--- config.mk ---
export PLATFORM = sky130hd
export DESIGN_NAME = rtads_ram
export DESIGN_NICKNAME = d
export VERILOG_FILES = /design/src/hw/rtl/rtads_ram.sv
export SDC_FILE = /design/constraint.sdc
export NUM_CORES = 1
export LEC_CHECK = 0
export ABC_CLOCK_PERIOD_IN_PS = 1300
export BUFFER_PORTS_ARGS = -buffer_cell sky130_fd_sc_hd__buf_2
export CORE_MARGIN = 2
export CORE_UTILIZATION = 48
export DETAILED_ROUTE_END_ITERATION = 10
export PLACE_DENSITY = 0.72
export SYNTH_ARGS = -nofsm -noshare
export SYNTH_HDL_FRONTEND = slang
export SYNTH_SLANG_ARGS = --single-unit
--- constraint.sdc ---
create_clock -name clk_i -period 1.3 [get_ports clk_i]
set_input_delay 0.26 -clock clk_i [delete_from_list [all_inputs] [get_ports clk_i]]
set_output_delay 0.26 -clock clk_i [all_outputs]
set_load 0.02 [all_outputs]
--- src/hw/rtl/rtads_ram.sv ---
// generic single-port-write, single-port-read ram with registered read data
module rtads_ram #(
  parameter int unsigned WIDTH = 8,
  parameter int unsigned DEPTH = 4,
  localparam int unsigned AW = (DEPTH > 1) ? $clog2(DEPTH) : 1
) (
  input  logic             clk_i,
  input  logic             we_i,
  input  logic [AW-1:0]    waddr_i,
  input  logic [WIDTH-1:0] wdata_i,
  input  logic             re_i,
  input  logic [AW-1:0]    raddr_i,
  output logic [WIDTH-1:0] rdata_o
);

  logic [WIDTH-1:0] mem_q [DEPTH];
  logic [WIDTH-1:0] rdata_q;

  // write port
  always_ff @(posedge clk_i) begin
    if (we_i) begin
      mem_q[waddr_i] <= wdata_i;
    end
  end

  // read port, data holds until the next read
  always_ff @(posedge clk_i) begin
    if (re_i) begin
      rdata_q <= mem_q[raddr_i];
    end
  end

  assign rdata_o = rdata_q;

endmodule

# After elaboration in Yosys (flattened, before gate mapping)
# Memories as Yosys holds them, arrays and structs flattened. A register that Yosys moved wholly into a read port is not among the register bits.
# Cells that the tools add are included.
[totals]
register_bits = 0
latchBits = 0
mem_bits_rw = 32
rom_bits = 0
in_bits = 15
out_inout_bits = 8
word_cells = 3
memories = 1
[memory_table]
columns = ["name", "depth", "word_bits", "read_ports", "rd_clocked_by_memory_dff", "wr", "line", "text"]
rows = [
  ["mem_q", 4, 8, 1, 1, 1, "16", "logic [WIDTH-1:0] mem_q [DEPTH];"],
]
[classes]
n_addsub = 0
mul = 0
div_mod_pow = 0
magnitude_cmp = 0
eq_ne = 0
n_shift = 0
muxes = 2
n_bitwise = 0
n_reduce_logical = 0
[ops]
columns = ["cell", "count"]
rows = [
  ["$mux 1", 2],
]

# Longest topological paths before layout
[logic_depth]
depth_word = 2
ltp_mapped = 2
ltp_nobuf = 1

# Worst setup path before layout
# OpenSTA, ideal clock, no wires.
[synth_path]
path_kind = "input to register"
from = "in waddr_i[0]"
to = "mem mem_q[0][0], enable pin"
setup_time_ns = 0.385
t_arrival_ns = 0.939
required_time_ns = 0.915
slack_ns = -0.024
cell_stages = 1
n_path_buf = 0
cell_sequence = "nor3b_1"
[synth_rtl]
columns = ["item", "line", "text"]
rows = [
  ["from (decl)", "9", "input logic [AW-1:0] waddr_i,"],
  ["to (decl)", "16", ""],
]
# Straight into the memory's write port.

# Final worst setup path
[layout_path]
from = "reg rdata_q[7], in the netlist rdata_o[7], read port of mem_q"
to = "out rdata_o[7]"
[layout_rtl]
columns = ["item", "line", "text"]
rows = [
  ["from (decl)", "17", "logic [WIDTH-1:0] rdata_q;"],
  ["to (decl)", "13", "output logic [WIDTH-1:0] rdata_o"],
]
# No word-level cell between the ends.

==> impl_metrics.toml <==
[run_status]
status = "finished, final reports clean"

[synthesis]
ys_types = 7
synth_xor_xnor_area_share = 0
post_synth_fa_ha_maj_area_fraction = 0
yosys.area.top_type = "edfxtp_1"
netlist_area_um2 = 1429
synth_top_cell_area_share = 0.8406
synth_warnings = 0
syn_inst = 54
syn_avg_cell_area_um2 = 26.46
ys_seq_area_frac = 0.8406
muxShareOfSynthArea = 0.1261
yosys.area_share.simple = 0.02189
synthTopCellsByArea = "edfxtp_1, mux4_2, and3b_1"
synth-compound-area-share = 0
synth_top_family_by_area = "multiplexers"
syn-num-nets = 69
ys_ff_latch = 40

[detailed_routing]
vias_per_cell = 5.319
wirelength_um = 1991
post-route-drc-count = 0
routedWlPerCell_um = 16.73
drt_first_iter_violations = 5
ant_nets = 0
num_vias = 633
first_pass_iters = 4

[final_layout]
final_cell_mix = "edfxtp_1, buf_2, mux4_2"
regArea_um2 = 1201
fillers = 197
area_growth_pct = 20.40
drive_above_1_share = 0.5114
multiInputGateArea_um2 = 216.5
antenna_cells = 0
final_common_cell = "edfxtp_1"
final_area_um2 = 1720
fin_cells = 119
fin_nets = 102
utilization = 0.6185

[die]
die_area_um2 = 3429
die_h_um = 58.56
die_w_um = 58.56
start_util = 0.5137
ios = 23
fp-row-count = 19
core_area_um2 = 2781

[global_routing]
gr-total-overflow = 0
grt_pass1_vias = 660
grt.total_usage = 0.1414
grt_max_degree = 15
grt_first_pass_wirelength_um = 3270
antenna_found_initial = 0

[placed_design]
place_area_um2 = 1637
dp_slack_ps = 16.18
placedCellCount = 111
io_buffers = 22
gp_congestion = 0.6757

[clock_network]
h-tree-depth = 2
clkTransAtPathRegs_ps = 120
cts_tree = "done"
cts_buffer_depth = 2
cts_hold_buf = 0
clockRootBuffer = "clkbuf_4"
numCtsBuffers = 5
clkLatencyLatePin_ps = 350
clock_sinks = 40
post_cts_buffers = 0
cts_resized = 0

[setup_path]
start_kind = "flip-flop"
cp.required_ps = 1040
cp_max_fo = 1
worst_path_largest_cell_delay_ps = 390
critPathTopFamily = "flip-flops"
arrival_ps = 910
crit_type = "flip-flop to primary output"
endpoint_kind = "primary output"
critical-path-slowest-cell = "edfxtp_1"
cp_num_buf_inv = 1
crit_chain = "buf_2"

[sta]
rsz0062_at_grt = "no"
fin_setup_tns_ps = 0
slew_violations = 0
maxSlewHeadroom = 0.8621
fin_ws_ps = 126.9
fin_crit_ps = 1173
period_share = 0.9024
fmax_mhz = 852.5
hold_slack_ps = 114.8
skew_ps = 12.59
worst_pin_slew_ps = 206.8
finalHoldViolations = 0
finalSetupViolCount = 0

[power]
p_leak_nw = 0.6134
p_per_area_nw_per_um2 = 1452
vdd.ir_drop.worst_mv = 1.627
total_power_mw = 2.498

[run]
cap_violations = 0

[hold_path]
hold_path_class = "input port to flip-flop"
flip-flops by register name, indices dropped and copies added (netlist names):
name / count
rdata_o: 8
mem_q: 32
where the power goes:
| group | internal [mW] | switching (mW) | leakage [nW] | total, mW |
|---|---|---|---|---|
| combinational | 0.0841 | 0.0896 | 0.199 | 0.174 |
| sequential | 1.50 | 0.0145 | 0.372 | 1.51 |
| clock | 0.411 | 0.403 | 0.0418 | 0.814 |
layout make-up:
type	count	share of cell area
sequential	40	0.6982
tap	31	0.02255
timing repair buffer	28	0.1047
clock inverter	3	0.02691
multi-input combinational	12	0.1258
clock buffer	5	0.02182
cells in the mapped netlist:
cell,instances
clkbuf_2,1
nor3b_1,1
edfxtp_1,40
and3_1,1
mux4_2,8
and3b_1,2
buf_6,1
worst paths after layout:
kind	startpoint	end	slack (ps)	cells past startpoint
max	rdata_o[7]	rdata_o[7]	130	1
min	wdata_i[7]	mem_q[2][7]	110	1
max reg2reg	mem_q[3][7]	rdata_o[7]	190	1
min reg2reg	mem_q[2][6]	rdata_o[6]	640	1
logic make-up (layout without fill, tap and decap cells):
kind of cell / after synthesis / after routing
buf+inv: 2 / 36
flops: 40 / 40
mux: 8 / 8
simple gates: 4 / 4
metal layers:
metal	GRT usage	routed length [µm]
met4	0.05980	21
met2	0.2199	1046
met1	0.1743	790
met5	0	0
met3	0.06154	133
No activity file was read; power rests on OpenSTA's default activity.
